**src/sv/rc_pulse_door_servo_sequencer_unit_defines.svh**
```systemverilog
// ---------------------------------------------------------------------------
// rc pulse door servo sequencer assertion macros
// shared concurrent assertion forms for the sequencer unit
// ---------------------------------------------------------------------------
`ifndef RC_PULSE_DOOR_SERVO_SEQUENCER_UNIT_DEFINES_SVH
`define RC_PULSE_DOOR_SERVO_SEQUENCER_UNIT_DEFINES_SVH

// same-cycle implication, checked outside reset
`define RCPS_ASSERT_NOW(label, clk, rst_n, ante, cons, msg) \
  label: assert property (@(posedge clk) disable iff (!rst_n) (ante) |-> (cons)) \
    else $error(msg);

// next-cycle implication, checked outside reset
`define RCPS_ASSERT_NEXT(label, clk, rst_n, ante, cons, msg) \
  label: assert property (@(posedge clk) disable iff (!rst_n) (ante) |=> (cons)) \
    else $error(msg);

`endif

```
**src/sv/rcps_pkg.sv**
```systemverilog
// ---------------------------------------------------------------------------
// rcps_pkg
// types and constants shared by the rc pulse door servo sequencer
// ---------------------------------------------------------------------------
`default_nettype none

package rcps_pkg;

  localparam int unsigned S_TDATA_W   = 16;
  localparam int unsigned M_TDATA_W   = 24;
  localparam int unsigned QUEUE_DEPTH = 2;
  localparam int unsigned WAIT_W      = 9;
  localparam int unsigned PADDR_W     = 5;

  localparam logic [WAIT_W-1:0] KEY_STEP_MS  = 9'd30;
  localparam logic [WAIT_W-1:0] DOOR_STEP_MS = 9'd22;
  localparam logic [WAIT_W-1:0] PAUSE_MS     = 9'd400;
  localparam logic [WAIT_W-1:0] SETTLE_MS    = 9'd100;

  localparam logic [7:0] RST_PULSE_MIN       = 8'd56;
  localparam logic [7:0] RST_PULSE_MAX       = 8'd112;
  localparam logic [7:0] RST_OPEN_THRESHOLD  = 8'd84;
  localparam logic [7:0] RST_KEY_OPEN_POS    = 8'd59;
  localparam logic [7:0] RST_KEY_CLOSED_POS  = 8'd109;
  localparam logic [7:0] RST_DOOR_OPEN_POS   = 8'd52;
  localparam logic [7:0] RST_DOOR_CLOSED_POS = 8'd123;
  localparam logic [7:0] RST_DOOR_REST_POS   = 8'd114;
  localparam logic [7:0] RST_FILTERED_WIDTH  = 8'd56;

  // item kinds decided by the front end
  typedef enum logic [1:0] {
    KIND_START = 2'd0,
    KIND_WIDTH = 2'd1,
    KIND_TICK  = 2'd2
  } kind_e;

  typedef enum logic [2:0] {
    PH_IDLE         = 3'd0,
    PH_KEY_OPENING  = 3'd1,
    PH_PAUSE_OPEN   = 3'd2,
    PH_DOOR_OPENING = 3'd3,
    PH_DOOR_CLOSING = 3'd4,
    PH_PAUSE_CLOSE  = 3'd5,
    PH_KEY_CLOSING  = 3'd6,
    PH_SETTLE       = 3'd7
  } phase_e;

  typedef enum logic [2:0] {
    REG_PULSE_MIN       = 3'd0,
    REG_PULSE_MAX       = 3'd1,
    REG_OPEN_THRESHOLD  = 3'd2,
    REG_KEY_OPEN_POS    = 3'd3,
    REG_KEY_CLOSED_POS  = 3'd4,
    REG_DOOR_OPEN_POS   = 3'd5,
    REG_DOOR_CLOSED_POS = 3'd6,
    REG_DOOR_REST_POS   = 3'd7
  } reg_idx_e;

  typedef struct packed {
    kind_e      kind;
    logic [7:0] width;
  } item_t;

  typedef struct packed {
    logic [7:0] pulse_min;
    logic [7:0] pulse_max;
    logic [7:0] open_threshold;
    logic [7:0] key_open_pos;
    logic [7:0] key_closed_pos;
    logic [7:0] door_open_pos;
    logic [7:0] door_closed_pos;
    logic [7:0] door_rest_pos;
  } cfg_t;

  typedef struct packed {
    phase_e phase;
    logic   door_open;
  } status_t;

endpackage

`default_nettype wire

```
**src/sv/rcps_front.sv**
```systemverilog
// ---------------------------------------------------------------------------
// rcps_front
// accepts stream items, measures pulse widths and pushes classified work
// ---------------------------------------------------------------------------
`default_nettype none

module rcps_front import rcps_pkg::*; (
  input  wire logic                 clk_i,
  input  wire logic                 rst_ni,
  input  wire logic                 s_valid_i,
  output logic                      s_ready_o,
  input  wire logic [S_TDATA_W-1:0] s_data_i,
  input  wire logic                 s_user_i,
  input  wire logic                 q_full_i,
  output logic                      push_o,
  output item_t                     item_o
);

  logic [7:0] start_count_q, start_count_d;
  logic       pin_level;
  logic [7:0] timer_count;

  assign pin_level   = s_data_i[0];
  assign timer_count = s_data_i[8:1];
  assign s_ready_o   = !q_full_i;
  assign push_o      = s_valid_i && !q_full_i;

  always_comb begin
    start_count_d = start_count_q;
    item_o.width  = timer_count - start_count_q;
    if (s_user_i) begin
      item_o.kind = KIND_TICK;
    end else if (!pin_level) begin
      item_o.kind = KIND_START;
      if (push_o) begin
        start_count_d = timer_count;
      end
    end else begin
      item_o.kind = KIND_WIDTH;
    end
  end

  always_ff @(posedge clk_i or negedge rst_ni) begin
    if (!rst_ni) begin
      start_count_q <= 8'd0;
    end else begin
      start_count_q <= start_count_d;
    end
  end

endmodule

`default_nettype wire

```
**src/sv/rcps_queue.sv**
```systemverilog
// ---------------------------------------------------------------------------
// rcps_queue
// short fifo of classified items between front and back end
// ---------------------------------------------------------------------------
`default_nettype none

module rcps_queue import rcps_pkg::*; (
  input  wire logic  clk_i,
  input  wire logic  rst_ni,
  input  wire logic  push_i,
  input  item_t      push_item_i,
  input  wire logic  pop_i,
  output item_t      pop_item_o,
  output logic       full_o,
  output logic       empty_o
);

  localparam int unsigned PTR_W = $clog2(QUEUE_DEPTH);
  localparam int unsigned CNT_W = $clog2(QUEUE_DEPTH + 1);

  item_t             mem_q [QUEUE_DEPTH];
  logic [PTR_W-1:0]  wr_ptr_q, rd_ptr_q;
  logic [CNT_W-1:0]  count_q;

  assign full_o     = (count_q == CNT_W'(QUEUE_DEPTH));
  assign empty_o    = (count_q == '0);
  assign pop_item_o = mem_q[rd_ptr_q];

  always_ff @(posedge clk_i) begin
    if (push_i) begin
      mem_q[wr_ptr_q] <= push_item_i;
    end
  end

  always_ff @(posedge clk_i or negedge rst_ni) begin
    if (!rst_ni) begin
      wr_ptr_q <= '0;
      rd_ptr_q <= '0;
      count_q  <= '0;
    end else begin
      if (push_i) begin
        wr_ptr_q <= (wr_ptr_q == PTR_W'(QUEUE_DEPTH - 1)) ? '0 : wr_ptr_q + 1'b1;
      end
      if (pop_i) begin
        rd_ptr_q <= (rd_ptr_q == PTR_W'(QUEUE_DEPTH - 1)) ? '0 : rd_ptr_q + 1'b1;
      end
      if (push_i && !pop_i) begin
        count_q <= count_q + 1'b1;
      end else if (pop_i && !push_i) begin
        count_q <= count_q - 1'b1;
      end
    end
  end

endmodule

`default_nettype wire

```
**src/sv/rcps_back.sv**
```systemverilog
// ---------------------------------------------------------------------------
// rcps_back
// width filter, servo sequencer and output register
// ---------------------------------------------------------------------------
`default_nettype none

module rcps_back import rcps_pkg::*; #(
  parameter int unsigned FILTER_SHIFT = 4
) (
  input  wire logic                 clk_i,
  input  wire logic                 rst_ni,
  input  cfg_t                      cfg_i,
  input  wire logic                 q_empty_i,
  input  item_t                     item_i,
  output logic                      pop_o,
  output logic                      m_valid_o,
  input  wire logic                 m_ready_i,
  output logic [M_TDATA_W-1:0]      m_data_o,
  output status_t                   status_o
);

  localparam int unsigned ACC_W = 8 + FILTER_SHIFT + 1;

  logic [7:0]        fw_q, fw_d;
  logic              req_q, req_d;
  logic              pad_q, pad_d;
  logic              open_q, open_d;
  phase_e            phase_q, phase_d;
  logic [7:0]        ramp_q, ramp_d;
  logic [WAIT_W-1:0] wait_q, wait_d, wait_dec;
  logic [7:0]        key_q, key_d;
  logic [7:0]        door_q, door_d;
  logic              out_valid_q;
  logic [M_TDATA_W-1:0] out_data_q;
  logic [ACC_W-1:0]  acc;
  logic [7:0]        filt;

  assign pop_o     = !q_empty_i && (!out_valid_q || m_ready_i);
  assign m_valid_o = out_valid_q;
  assign m_data_o  = out_data_q;
  assign status_o  = '{phase: phase_q, door_open: open_q};

  // mean update: (old * (2^s - 1) + width) >> s
  assign acc  = {1'b0, fw_q, {FILTER_SHIFT{1'b0}}} - ACC_W'(fw_q) + ACC_W'(item_i.width);
  assign filt = acc[FILTER_SHIFT +: 8];
  assign wait_dec = (wait_q != '0) ? wait_q - 1'b1 : wait_q;

  always_comb begin
    fw_d    = fw_q;
    req_d   = req_q;
    pad_d   = pad_q;
    open_d  = open_q;
    phase_d = phase_q;
    ramp_d  = ramp_q;
    wait_d  = wait_q;
    key_d   = key_q;
    door_d  = door_q;
    if (pop_o) begin
      case (item_i.kind)
        KIND_WIDTH: begin
          if (item_i.width >= cfg_i.pulse_min && item_i.width <= cfg_i.pulse_max) begin
            fw_d  = filt;
            req_d = (filt > cfg_i.open_threshold);
            pad_d = !(filt > cfg_i.open_threshold);
          end
        end
        KIND_TICK: begin
          if (phase_q == PH_IDLE) begin
            if (req_q && !open_q) begin
              if (cfg_i.key_closed_pos >= cfg_i.key_open_pos) begin
                ramp_d  = cfg_i.key_closed_pos;
                key_d   = cfg_i.key_closed_pos;
                wait_d  = KEY_STEP_MS;
                phase_d = PH_KEY_OPENING;
              end else begin
                wait_d  = PAUSE_MS;
                phase_d = PH_PAUSE_OPEN;
              end
            end else if (!req_q && open_q) begin
              if (cfg_i.door_open_pos <= cfg_i.door_closed_pos) begin
                ramp_d  = cfg_i.door_open_pos;
                door_d  = cfg_i.door_open_pos;
                wait_d  = DOOR_STEP_MS;
                phase_d = PH_DOOR_CLOSING;
              end else begin
                wait_d  = PAUSE_MS;
                phase_d = PH_PAUSE_CLOSE;
              end
            end
          end else begin
            wait_d = wait_dec;
            if (wait_dec == '0) begin
              unique case (phase_q)
                PH_KEY_OPENING: begin
                  if (ramp_q > cfg_i.key_open_pos) begin
                    ramp_d = ramp_q - 1'b1;
                    key_d  = ramp_q - 1'b1;
                    wait_d = KEY_STEP_MS;
                  end else begin
                    wait_d  = PAUSE_MS;
                    phase_d = PH_PAUSE_OPEN;
                  end
                end
                PH_PAUSE_OPEN: begin
                  if (cfg_i.door_rest_pos >= cfg_i.door_open_pos) begin
                    ramp_d  = cfg_i.door_rest_pos;
                    door_d  = cfg_i.door_rest_pos;
                    wait_d  = DOOR_STEP_MS;
                    phase_d = PH_DOOR_OPENING;
                  end else begin
                    open_d  = 1'b1;
                    phase_d = PH_IDLE;
                  end
                end
                PH_DOOR_OPENING: begin
                  if (ramp_q > cfg_i.door_open_pos) begin
                    ramp_d = ramp_q - 1'b1;
                    door_d = ramp_q - 1'b1;
                    wait_d = DOOR_STEP_MS;
                  end else begin
                    open_d  = 1'b1;
                    phase_d = PH_IDLE;
                  end
                end
                PH_DOOR_CLOSING: begin
                  if (ramp_q < cfg_i.door_closed_pos) begin
                    ramp_d = ramp_q + 1'b1;
                    door_d = ramp_q + 1'b1;
                    wait_d = DOOR_STEP_MS;
                  end else begin
                    wait_d  = PAUSE_MS;
                    phase_d = PH_PAUSE_CLOSE;
                  end
                end
                PH_PAUSE_CLOSE: begin
                  if (cfg_i.key_open_pos <= cfg_i.key_closed_pos) begin
                    ramp_d  = cfg_i.key_open_pos;
                    key_d   = cfg_i.key_open_pos;
                    wait_d  = KEY_STEP_MS;
                    phase_d = PH_KEY_CLOSING;
                  end else begin
                    wait_d  = SETTLE_MS;
                    phase_d = PH_SETTLE;
                  end
                end
                PH_KEY_CLOSING: begin
                  if (ramp_q < cfg_i.key_closed_pos) begin
                    ramp_d = ramp_q + 1'b1;
                    key_d  = ramp_q + 1'b1;
                    wait_d = KEY_STEP_MS;
                  end else begin
                    wait_d  = SETTLE_MS;
                    phase_d = PH_SETTLE;
                  end
                end
                PH_SETTLE: begin
                  door_d  = cfg_i.door_rest_pos;
                  open_d  = 1'b0;
                  phase_d = PH_IDLE;
                end
                default: begin
                  phase_d = PH_IDLE;
                end
              endcase
            end
          end
        end
        default: ;
      endcase
    end
  end

  always_ff @(posedge clk_i or negedge rst_ni) begin
    if (!rst_ni) begin
      fw_q        <= RST_FILTERED_WIDTH;
      req_q       <= 1'b0;
      pad_q       <= 1'b0;
      open_q      <= 1'b0;
      phase_q     <= PH_IDLE;
      ramp_q      <= 8'd0;
      wait_q      <= '0;
      key_q       <= RST_KEY_CLOSED_POS;
      door_q      <= RST_DOOR_REST_POS;
      out_valid_q <= 1'b0;
    end else begin
      fw_q    <= fw_d;
      req_q   <= req_d;
      pad_q   <= pad_d;
      open_q  <= open_d;
      phase_q <= phase_d;
      ramp_q  <= ramp_d;
      wait_q  <= wait_d;
      key_q   <= key_d;
      door_q  <= door_d;
      if (pop_o) begin
        out_valid_q <= 1'b1;
      end else if (m_ready_i) begin
        out_valid_q <= 1'b0;
      end
    end
  end

  always_ff @(posedge clk_i) begin
    if (pop_o) begin
      out_data_q <= {5'd0, (phase_d != PH_IDLE), open_d, pad_d,
                     8'd255 - door_d, 8'd255 - key_d};
    end
  end

endmodule

`default_nettype wire

```
**src/sv/rc_pulse_door_servo_sequencer_unit.sv**
```systemverilog
// ---------------------------------------------------------------------------
// rc_pulse_door_servo_sequencer_unit
// rc pulse width decoder driving a key and door servo sequencer
// ---------------------------------------------------------------------------
// usage:
//   s_axis carries one transaction per event: tuser is the mode (0 pin edge,
//   1 millisecond tick), tdata holds the pin level and the 8-bit timer count.
//   m_axis returns exactly one transaction per input transaction with the
//   two servo compare values, the test pad, the door state and busy flag.
//   the apb port holds eight 8-bit setup registers at byte address 4*i;
//   write them only while no transaction is in flight.
// throughput:
//   a transaction passes the front end into a two-entry queue, the back end
//   pops it and registers the result; one transaction per cycle is
//   sustained while m_axis_tready stays high, and each popped item is
//   handled combinationally in the back end before the result register.
// reset:
//   all control state returns to the closed, idle door with default registers.
// stall:
//   while m_axis_tready is low the output register holds, the queue fills
//   and s_axis_tready drops once both queue entries are taken.
// ---------------------------------------------------------------------------
`default_nettype none
`include "rc_pulse_door_servo_sequencer_unit_defines.svh"

module rc_pulse_door_servo_sequencer_unit import rcps_pkg::*; #(
  parameter int unsigned FILTER_SHIFT = 4
) (
  input  wire logic                 clk_i,
  input  wire logic                 rst_ni,
  // input stream
  input  wire logic                 s_axis_tvalid,
  output logic                      s_axis_tready,
  input  wire logic [S_TDATA_W-1:0] s_axis_tdata,  // [0] pin_level, [8:1] timer_count
  input  wire logic                 s_axis_tuser,  // [0] mode
  // result stream
  output logic                      m_axis_tvalid,
  input  wire logic                 m_axis_tready,
  // [7:0] key_compare, [15:8] door_compare, [16] test_pad, [17] door_state,
  // [18] busy_res
  output logic [M_TDATA_W-1:0]      m_axis_tdata,
  // register port
  input  wire logic                 psel,
  input  wire logic                 penable,
  input  wire logic                 pwrite,
  input  wire logic [PADDR_W-1:0]   paddr,
  input  wire logic [31:0]          pwdata,
  output logic [31:0]               prdata,
  output logic                      pready
);

  cfg_t     cfg_q;
  reg_idx_e reg_idx;
  logic     cfg_wr;
  logic     push, pop, q_full, q_empty;
  item_t    push_item, pop_item;
  status_t  status;

  // register file
  assign pready  = 1'b1;
  assign reg_idx = reg_idx_e'(paddr[4:2]);
  assign cfg_wr  = psel && penable && pwrite && pready;

  always_comb begin
    unique case (reg_idx)
      REG_PULSE_MIN:       prdata = {24'd0, cfg_q.pulse_min};
      REG_PULSE_MAX:       prdata = {24'd0, cfg_q.pulse_max};
      REG_OPEN_THRESHOLD:  prdata = {24'd0, cfg_q.open_threshold};
      REG_KEY_OPEN_POS:    prdata = {24'd0, cfg_q.key_open_pos};
      REG_KEY_CLOSED_POS:  prdata = {24'd0, cfg_q.key_closed_pos};
      REG_DOOR_OPEN_POS:   prdata = {24'd0, cfg_q.door_open_pos};
      REG_DOOR_CLOSED_POS: prdata = {24'd0, cfg_q.door_closed_pos};
      REG_DOOR_REST_POS:   prdata = {24'd0, cfg_q.door_rest_pos};
      default:             prdata = 32'd0;
    endcase
  end

  always_ff @(posedge clk_i or negedge rst_ni) begin
    if (!rst_ni) begin
      cfg_q.pulse_min       <= RST_PULSE_MIN;
      cfg_q.pulse_max       <= RST_PULSE_MAX;
      cfg_q.open_threshold  <= RST_OPEN_THRESHOLD;
      cfg_q.key_open_pos    <= RST_KEY_OPEN_POS;
      cfg_q.key_closed_pos  <= RST_KEY_CLOSED_POS;
      cfg_q.door_open_pos   <= RST_DOOR_OPEN_POS;
      cfg_q.door_closed_pos <= RST_DOOR_CLOSED_POS;
      cfg_q.door_rest_pos   <= RST_DOOR_REST_POS;
    end else if (cfg_wr) begin
      unique case (reg_idx)
        REG_PULSE_MIN:       cfg_q.pulse_min       <= pwdata[7:0];
        REG_PULSE_MAX:       cfg_q.pulse_max       <= pwdata[7:0];
        REG_OPEN_THRESHOLD:  cfg_q.open_threshold  <= pwdata[7:0];
        REG_KEY_OPEN_POS:    cfg_q.key_open_pos    <= pwdata[7:0];
        REG_KEY_CLOSED_POS:  cfg_q.key_closed_pos  <= pwdata[7:0];
        REG_DOOR_OPEN_POS:   cfg_q.door_open_pos   <= pwdata[7:0];
        REG_DOOR_CLOSED_POS: cfg_q.door_closed_pos <= pwdata[7:0];
        REG_DOOR_REST_POS:   cfg_q.door_rest_pos   <= pwdata[7:0];
        default: ;
      endcase
    end
  end

  // front end: edge timing and classification
  rcps_front u_front (
    .clk_i     (clk_i),
    .rst_ni    (rst_ni),
    .s_valid_i (s_axis_tvalid),
    .s_ready_o (s_axis_tready),
    .s_data_i  (s_axis_tdata),
    .s_user_i  (s_axis_tuser),
    .q_full_i  (q_full),
    .push_o    (push),
    .item_o    (push_item)
  );

  // decoupling queue
  rcps_queue u_queue (
    .clk_i       (clk_i),
    .rst_ni      (rst_ni),
    .push_i      (push),
    .push_item_i (push_item),
    .pop_i       (pop),
    .pop_item_o  (pop_item),
    .full_o      (q_full),
    .empty_o     (q_empty)
  );

  // back end: filter, sequencer, result register
  rcps_back #(
    .FILTER_SHIFT (FILTER_SHIFT)
  ) u_back (
    .clk_i     (clk_i),
    .rst_ni    (rst_ni),
    .cfg_i     (cfg_q),
    .q_empty_i (q_empty),
    .item_i    (pop_item),
    .pop_o     (pop),
    .m_valid_o (m_axis_tvalid),
    .m_ready_i (m_axis_tready),
    .m_data_o  (m_axis_tdata),
    .status_o  (status)
  );

  // checks
  `RCPS_ASSERT_NOW(a_busy_matches_phase, clk_i, rst_ni, m_axis_tvalid, m_axis_tdata[18] == (status.phase != PH_IDLE), "busy flag disagrees with sequencer phase")
  `RCPS_ASSERT_NOW(a_door_matches_state, clk_i, rst_ni, m_axis_tvalid, m_axis_tdata[17] == status.door_open, "door state disagrees with sequencer")
  `RCPS_ASSERT_NEXT(a_back_drains_queue, clk_i, rst_ni, !q_empty && !m_axis_tvalid, m_axis_tvalid, "back end left a queued item waiting")
  `RCPS_ASSERT_NOW(a_no_accept_when_full, clk_i, rst_ni, q_full, !s_axis_tready, "input accepted into a full queue")

endmodule

`default_nettype wire
```
**config.mk**
```make
export PLATFORM = sky130hd
export DESIGN_NAME = rc_pulse_door_servo_sequencer_unit
export DESIGN_NICKNAME = d
export VERILOG_FILES = /design/src/sv/rcps_pkg.sv /design/src/sv/rcps_front.sv /design/src/sv/rcps_queue.sv /design/src/sv/rcps_back.sv /design/src/sv/rc_pulse_door_servo_sequencer_unit.sv
export VERILOG_INCLUDE_DIRS = /design/src /design/src/sv
export SDC_FILE = /design/constraint.sdc
export NUM_CORES = 1
export LEC_CHECK = 0
export BUFFER_PORTS_ARGS = -buffer_cell sky130_fd_sc_hd__clkbuf_2
export CAP_MARGIN = 20
export CORE_MARGIN = 1
export CORE_UTILIZATION = 55
export DETAILED_ROUTE_END_ITERATION = 6
export HOLD_SLACK_MARGIN = 0.06
export PLACE_DENSITY = 0.75
export SLEW_MARGIN = 20
export SYNTH_ARGS = -nofsm -noshare
export SYNTH_HDL_FRONTEND = slang
export SYNTH_HIERARCHICAL = 1
export SYNTH_SLANG_ARGS = --single-unit
export TNS_END_PERCENT = 50
```
**constraint.sdc**
```tcl
create_clock -name clk_i -period 7.1 [get_ports clk_i]
set_input_delay 0 -clock clk_i [delete_from_list [all_inputs] [get_ports clk_i]]
set_output_delay 0 -clock clk_i [all_outputs]
set_load 0.02 [all_outputs]
```
* Word level (Yosys, flattened, before mapping)
Memory sizes are Yosys's and may differ from the RTL's. Cells that the tools add are included.
Storage, ports and cells: register bits after elaboration 143, memory bits (writable) 20, bits of input ports 61, output and inout bits 59, word-level logic and storage cells 199, memories kept 1
Operators by class: $add $sub $neg 12, order comparisons 11, equal/unequal tests 26, multiplexer cells 84, bitwise logic cells 2, reduce and logical (&&, ||, !) cells 40
Memories:
- u_queue.mem_q | words 2, bits a word 10, read ports 1, clocked after memory_dff 0, wr ports 1, line rcps_queue.sv:21 | item_t mem_q [QUEUE_DEPTH];
Operators with widths (count):
- $pmux 32 s8 | 1
- $mux 8 | 31
- $mux 9 | 11
- $pmux 9 s6 | 1
- $pmux 8 s6 | 1
- $pmux 8 s4 | 1
- $mux 3 | 10
- $eq 3x3->1 const B | 8
- $ge 8x8->1 | 3
- $gt 8x8->1 | 3
- $le 8x8->1 | 3
- $pmux 8 s3 | 1
- $mux 1 | 18
- $ne 3x1->1 const B | 6
- $pmux 3 s6 | 1
- $lt 8x8->1 | 2
- $reduce_and 2->1 | 8
- $sub 8x8->8 const A | 2
- $mux 7 | 2
- $reduce_and 13->1 | 1
- $add 12x8->12 | 1
- $eq 3x2->1 const B | 4
- $sub 12x8->12 | 1
- $mux 2 | 5
- 24 further kinds | 50

* Depth between registers and ports, before layout
Gate-level depths: netlist of the first run.
depth after elaboration 8, gate-level depth with buffers 18, depth with buffers taken out 17

* By module
Netlist of the first run, hierarchy kept.
By module, submodules not included:
- rcps_back | times used 1, cells an instance 803, area each 6829.0 um^2, seq. area each 1786.7 um^2
- rc_pulse_door_servo_sequencer_unit | times used 1, cells an instance 208, area each 3258.1 um^2, seq. area each 1641.6 um^2
- rcps_queue | times used 1, cells an instance 47, area each 913.4 um^2, seq. area each 700.7 um^2
- rcps_front | times used 1, cells an instance 80, area each 693.2 um^2, seq. area each 200.2 um^2

* Worst setup path after synthesis of the first run
OpenSTA, ideal clock, no wires.
path kind register -> register, start register u_queue.rd_ptr_q, end register u_back.out_data_q[16] (netlist: u_back/m_data_o[16]), data pin, setup time 0.274 ns, arrival 3.541 ns, required time 6.826 ns, setup slack 3.286 ns, stages on the path, launching flop included 17, path buffers 1, clock period less this slack 3.814 ns, cells stage by stage dfrtp_1 > buf_6 > mux2_2 > fa_1 > ha_1 > or3_1 > a31oi_1 > o31a_1 > a21oi_1 > a21oi_1 > xnor2_1 > xnor2_1 > ha_1 > nand3_1 > o21a_1 > a211oi_1 > a21oi_1
RTL lines:
- from (decl) | line rcps_queue.sv:22 | logic [PTR_W-1:0] wr_ptr_q, rd_ptr_q;
- from (signal assigned) | line rcps_queue.sv:45 | rd_ptr_q <= (rd_ptr_q == PTR_W'(QUEUE_DEPTH - 1)) ? '0 : rd_ptr_q + 1'b1;
- to (signal assigned) | line rcps_back.sv:205 | out_data_q <= {5'd0, (phase_d != PH_IDLE), open_d, pad_d,
- to (decl) | line rcps_back.sv:34 | logic [M_TDATA_W-1:0] out_data_q;

==> flow_metrics.py, run 1 <==
metrics = {
    "critical_path": {
        "crit_arrival_ns": 4.56,
        "critPathLaunchType": "flop",
        "cp-end-kind": "flop",
        "r2r_cells": 15,
        "worstSetupPathType": "reg -> reg",
        "r2r_start": "u_queue/rd_ptr_q$_DFFE_PN0P_",
        "cp_max_fo": 11,
        "worstPathRequired_ns": 7.27,
        "reg2reg_to": "u_back/m_data_o[16]$_DFFE_PP_",
        "rrSetupSlack_ns": 2.71,
    },
    "cts": {
        "cts_setup_buffers": 0,
        "cts-root-buf": "clkbuf_16",
        "cts_buffers": 17,
        "cts_tree": "done",
        "clkTransAtPathRegs_ns": 0.08,
        "h-tree-depth": 4,
        "clock_path_buffers": 2,
        "clock_sinks": 163,
        "insertion_delay_ns": 0.44,
    },
    "logic_synthesis": {
        "syn_area_sq_mm": 0.0117,
        "ys_warn_count": 6,
        "syn_avg_cell_area_sq_um": 10.3,
        "syn_inst": 1137,
    },
    "floorplanning": {
        "pin_count": 120,
        "fp.dieH_um": 148,
        "start_util": 0.568,
        "core_sq_mm": 0.0206,
        "die_w_um": 148,
        "placementRows": 52,
        "die-area_sq_mm": 0.0218,
    },
    "final_layout": {
        "nets": 1376,
        "layout-drive-gt1-share": 0.231,
        "diodes": 0,
        "finalInstanceArea_sq_mm": 0.0130,
        "final_core_util": 0.630,
        "area_delta_synth_final_pct": 10.9,
    },
    "grt": {
        "antenna_found_initial": 0,
        "grt_pass1_vias": 9004,
        "grt_first_pass_wirelength_um": 50400,
        "overflow": 0,
        "grt_max_degree": 67,
        "track_usage": 0.305,
    },
    "placement": {
        "port_buffers": 56,
        "hpwl_um": 22600,
        "placed_cell_area_sq_mm": 0.0120,
        "gpl.final_weighted_congestion": 1.03,
    },
    "route": {
        "wl_per_cell_um": 21.6,
        "drc": 0,
        "drt_iter0_markers": 1014,
        "vias_per_cell": 6.33,
        "via_count": 9437,
        "postRouteAntennaNets": 0,
        "firstDrtPassIters": 5,
        "routed_wl_um": 32200,
    },
    "timing": {
        "fmax_mhz": 228,
        "post-route-min-period_ns": 4.39,
        "finalCritPeriodShare": 0.618,
        "hold_viol_final": 0,
        "holdWs_ns": 0.183,
        "slew_violations": 0,
        "max_slew.worst_pin.slew_ns": 1.09,
        "slew_headroom": 0.267,
        "rsz0062_at_grt": "false",
        "fin_skew_ns": 0.0111,
        "setup_viol": 0,
        "tns_ns": 0,
    },
    "pwr": {
        "leakage_uw": 0.00552,
        "powerDensity_mw_per_mm2": 365,
        "vdd_ir_drop_max_mv": 0.272,
    },
    "outcome": {
        "status": "finished, final reports clean",
    },
    "flow_run": {
        "cap_violations": 0,
    },
    "worst_hold_path": {
        "hold_path.class": "in -> async",
    },
}
[power breakdown]
part           total, uW  switching [uW]  leakage (uW)  internal, uW
Sequential          1490             246       0.00178          1240
Combinational       2300            1280       0.00345          1020
Clock                946             465      0.000295           480
[through the flow]
| step | cells | setup WS [ns] | total power [uW] |
|---|---|---|---|
| floorplan | 1164 | 3.29 | 3150 |
| global route | 1491 | 2.46 | 5070 |
| finish | 1491 | 2.71 | 4740 |
| global placement | 1424 | 2.86 | 3620 |
| CTS | 1490 | 2.76 | 4710 |
| detailed placement | 1424 | 2.79 | 3710 |
[layout make-up]
type / count / area (sq um)
fillers: 1670 / 7600
flip-flops and latches: 163 / 4330
inverters: 101 / 387
repair buffers: 95 / 663
clock buffers: 17 / 425
well taps: 270 / 338
multi-input cells: 830 / 6630
clock inverters: 15 / 189
[how the worst max path moves through the flow]
stage	cells after the start	to	slack, ns	from
2_1_floorplan	16	u_back/m_data_o[16]$_DFFE_PP_	3.29	u_queue/rd_ptr_q$_DFFE_PN0P_
3_3_place_gp	15	u_back/m_data_o[16]$_DFFE_PP_	2.86	u_queue/rd_ptr_q$_DFFE_PN0P_
3_5_place_dp	15	u_back/m_data_o[16]$_DFFE_PP_	2.79	u_queue/rd_ptr_q$_DFFE_PN0P_
4_1_cts	15	u_back/m_data_o[16]$_DFFE_PP_	2.76	u_queue/rd_ptr_q$_DFFE_PN0P_
5_1_grt	15	u_back/m_data_o[16]$_DFFE_PP_	2.46	u_queue/rd_ptr_q$_DFFE_PN0P_
6_report	15	u_back/m_data_o[16]$_DFFE_PP_	2.71	u_queue/rd_ptr_q$_DFFE_PN0P_
[what timing repair did]
action,CTS,global route
hold buffers,34,1
endpoints found under the hold margin,115,8
endpoints found under the setup margin,0,0
gates resized for setup,0,0
[worst max-delay path, stage by stage (launching register included)]
cell and delay [ns]:
dfrtp_1 0.64, mux2_2 0.46, fa_1 0.49, ha_1 0.23, or3_1 0.31, a31oi_1 0.23, o31a_1 0.22, a21oi_1 0.10
a21oi_1 0.19, xnor2_1 0.18, xnor2_1 0.10, ha_1 0.29, nand3_1 0.09, o21a_1 0.19, a211oi_1 0.31, a21oi_1 0.09
[placed cells by master, fill, tap and decap left out, types with 16 or more instances in the layout]
master         count
edfxtp_1          39
clkbuf_16         17
nor2b_1           18
xnor2_1           16
nor3_1            17
a21oi_1           67
nor2_1            67
dfstp_2           44
o21ai_0           47
dlygate4sd3_1     35
inv_1             99
conb_1            30
mux2_2            79
nand2_1           68
o211ai_1          20
ha_1             102
clkbuf_2          55
dfrtp_1           80
[registers in the layout, summed over array words and instances, names as in the netlist]
signal	count
cfg_q	64
u_back/door_q	8
u_back/fw_q	8
u_back/key_q	8
u_back/m_data_o	19
u_back/m_valid_o	1
u_back/open_q	1
u_back/pad_q	1
u_back/phase_q	3
u_back/ramp_q	8
u_back/req_q	1
u_back/wait_q	9
u_front/start_count_q	8
u_queue/count_q	2
u_queue/mem_q	20
u_queue/rd_ptr_q	1
u_queue/wr_ptr_q	1
[per-layer routing]
| layer | wire length [um] | vias up | track usage |
|---|---|---|---|
| met4 | 1260 | 0 | 0.143 |
| met2 | 14600 | 514 | 0.469 |
| met1 | 13600 | 4562 | 0.427 |
| met5 | 0 | - | 0 |
| met3 | 2670 | 93 | 0.0454 |
| li1 | - | 4268 | - |
Note: power is estimated with default switching activity, not from simulation.
==> run 2, diff against run 1 <==
Settings changed: PLACE_DENSITY 0.75 to 0.78.
Clock period 7.1 ns to 3.8 ns, I/O delays scaled along.
==> run 2 against run 1 <==
Net effect:
- the flow now finishes with violations (negative setup slack)
- clock skew is 0.0037 ns higher
- fmax rose by 13%
- combinational power up 140%
- worst setup slack got worse by 2.8 ns
- register-to-register slack lost 2.8 ns
- sequential share of layout area is 1.3 points lower
- global-route usage rose by 2.1 points
- hold slack worse by 0.0066 ns
- via count up 2.2%
- final cell count rose by 3.6%
- critical path type unchanged
==> flow_metrics.py, run 2 (synthesized netlist as in run 1, its figures left out) <==
metrics = {
    "outcome": {
        "status": "complete, but fails checks",
        "violations": "negative setup slack",
    },
    "floorplanning": {
        "pin_count": 120,
        "die-area_sq_mm": 0.0218,
        "core_sq_mm": 0.0206,
        "fp.dieH_um": 148,
        "die_w_um": 148,
        "start_util": 0.568,
        "placementRows": 52,
    },
    "grt": {
        "grt_pass1_vias": 9529,
        "grt_first_pass_wirelength_um": 53800,
        "antenna_found_initial": 0,
        "track_usage": 0.326,
        "overflow": 0,
        "grt_max_degree": 65,
    },
    "timing": {
        "fin_skew_ns": 0.0148,
        "max_slew.worst_pin.slew_ns": 1.04,
        "fmax_mhz": 258,
        "tns_ns": -0.0959,
        "slew_violations": 0,
        "post-route-min-period_ns": 3.88,
        "fin_ws_ns": -0.0775,
        "finalCritPeriodShare": 1.02,
        "hold_viol_final": 0,
        "rsz0062_at_grt": "true",
        "setup_viol": 2,
        "slew_headroom": 0.308,
    },
    "route": {
        "drc": 0,
        "drt_iter0_markers": 1016,
        "wl_per_cell_um": 22.0,
        "via_count": 9648,
        "firstDrtPassIters": 6,
        "routed_wl_um": 34000,
        "postRouteAntennaNets": 0,
        "vias_per_cell": 6.25,
    },
    "final_layout": {
        "nets": 1429,
        "diodes": 0,
        "layout-drive-gt1-share": 0.281,
        "area_delta_synth_final_pct": 15.3,
        "top_register": "cfg_q",
        "finalInstanceArea_sq_mm": 0.0135,
        "largest_reg_flops": 64,
        "final_common_cell": "inv_1",
        "most-common-layout-cells": "96 x inv_1, 94 x ha_1, 79 x dfrtp_1",
    },
    "critical_path": {
        "worstPathRequired_ns": 3.96,
        "critPathLaunchType": "flop",
        "cp_max_fo": 5,
        "worstSetupPathType": "reg -> reg",
        "cp-end-kind": "flop",
        "crit_arrival_ns": 4.04,
    },
    "placement": {
        "placed_cell_area_sq_mm": 0.0124,
        "hpwl_um": 24500,
        "port_buffers": 56,
        "gpl.final_weighted_congestion": 0.986,
    },
    "pwr": {
        "powerDensity_mw_per_mm2": 740,
        "leakage_uw": 0.00580,
        "vdd_ir_drop_max_mv": 0.590,
    },
    "cts": {
        "h-tree-depth": 4,
        "cts_buffers": 17,
        "clkTransAtPathRegs_ns": 0.08,
        "cts_tree": "done",
        "clock_path_buffers": 2,
        "insertion_delay_ns": 0.44,
        "cts-root-buf": "clkbuf_16",
        "clock_sinks": 163,
    },
    "flow_run": {
        "cap_violations": 0,
    },
    "worst_hold_path": {
        "hold_path.class": "in -> reg",
    },
}
==> run 2: cell count changes in the layout (fill, tap and decap cells not counted), sizes merged <==
| cell | previous run | this run |
|---|---|---|
| inv | 107 | 110 |
| clkinvlp | 1 | 0 |
| clkbuf | 72 | 73 |
| buf | 5 | 58 |
| clkinv | 8 | 5 |
==> run 2: where the power goes <==
group,leakage [uW],switching (uW),internal [uW]
Clock,0.000290,830,887
Combinational,0.00373,2930,2580
Sequential,0.00178,419,2330
==> run 2: per-stage QoR <==
| stage | std cells | power, uW | setup slack, ns | utilization | hold WS (ns) |
|---|---|---|---|---|---|
| global placement | 1471 | 7050 | -0.0339 | 0.601 | 0.146 |
| CTS | 1544 | 9610 | 0.0140 | 0.654 | 0.164 |
| finish | 1544 | 9970 | -0.0775 | 0.656 | 0.176 |
| detailed placement | 1471 | 7320 | -0.199 | 0.601 | 0.150 |
| floorplan | 1164 | 5900 | 0.0245 | - | -0.296 |
| global route | 1544 | 10600 | -0.209 | 0.656 | 0.190 |
==> run 2: area by class of cell <==
type,instances,area (sq um)
clock inverter,14,153
sequential,163,4330
tap,270,338
inverter,101,387
multi-input combinational,830,6760
timing repair buffer,148,1080
fill,1552,7080
clock buffer,18,430
==> run 2: what timing repair did <==
item	in CTS	in global routing
endpoints found under the hold margin	122	0
setup endpoints to repair	3	3
hold buffers	35	0
pin swaps	21	1
resized for setup	21	8
setup buffers	6	0
==> run 2: layer usage <==
| metal | share of wire | track usage |
|---|---|---|
| met3 | 0.097 | 0.0750 |
| met4 | 0.041 | 0.137 |
| met5 | 0 | 0 |
| met1 | 0.41 | 0.445 |
| met2 | 0.45 | 0.501 |
==> run 2: critical path: stages, from the launching register on <==
cell and delay, ns:
dfrtp_2 0.43, buf_6 0.13, mux2_2 0.37, ha_4 0.28, ha_2 0.27, or2_2 0.29
a21oi_2 0.18, o31a_1 0.21, a21oi_2 0.09, a21oi_2 0.21, xnor2_2 0.16, xnor2_1 0.12
ha_1 0.32, nand3_2 0.07, o21a_1 0.18, a211oi_2 0.20, a21oi_1 0.09
==> run 2: path summary, 6_finish.rpt <==
path / startpoint / end / slack, ns / cells after the start
worst min-delay path: penable / cfg_q[17]$_DFFE_PN0P_ / 0.18 / 4
worst max register to register: u_queue/rd_ptr_q$_DFFE_PN0P_ / u_back/m_data_o[16]$_DFFE_PP_ / -0.08 / 16
max in group asynchronous: rst_ni / cfg_q[52]$_DFFE_PN1P_ / 2.68 / 3
worst min register to register: u_queue/count_q[1]$_DFFE_PN0P_ / u_queue/count_q[1]$_DFFE_PN0P_ / 0.49 / 1
min in group asynchronous: rst_ni / u_back/m_valid_o$_DFFE_PN0P_ / 0.24 / 2
worst max-delay path: u_queue/rd_ptr_q$_DFFE_PN0P_ / u_back/m_data_o[16]$_DFFE_PP_ / -0.08 / 16
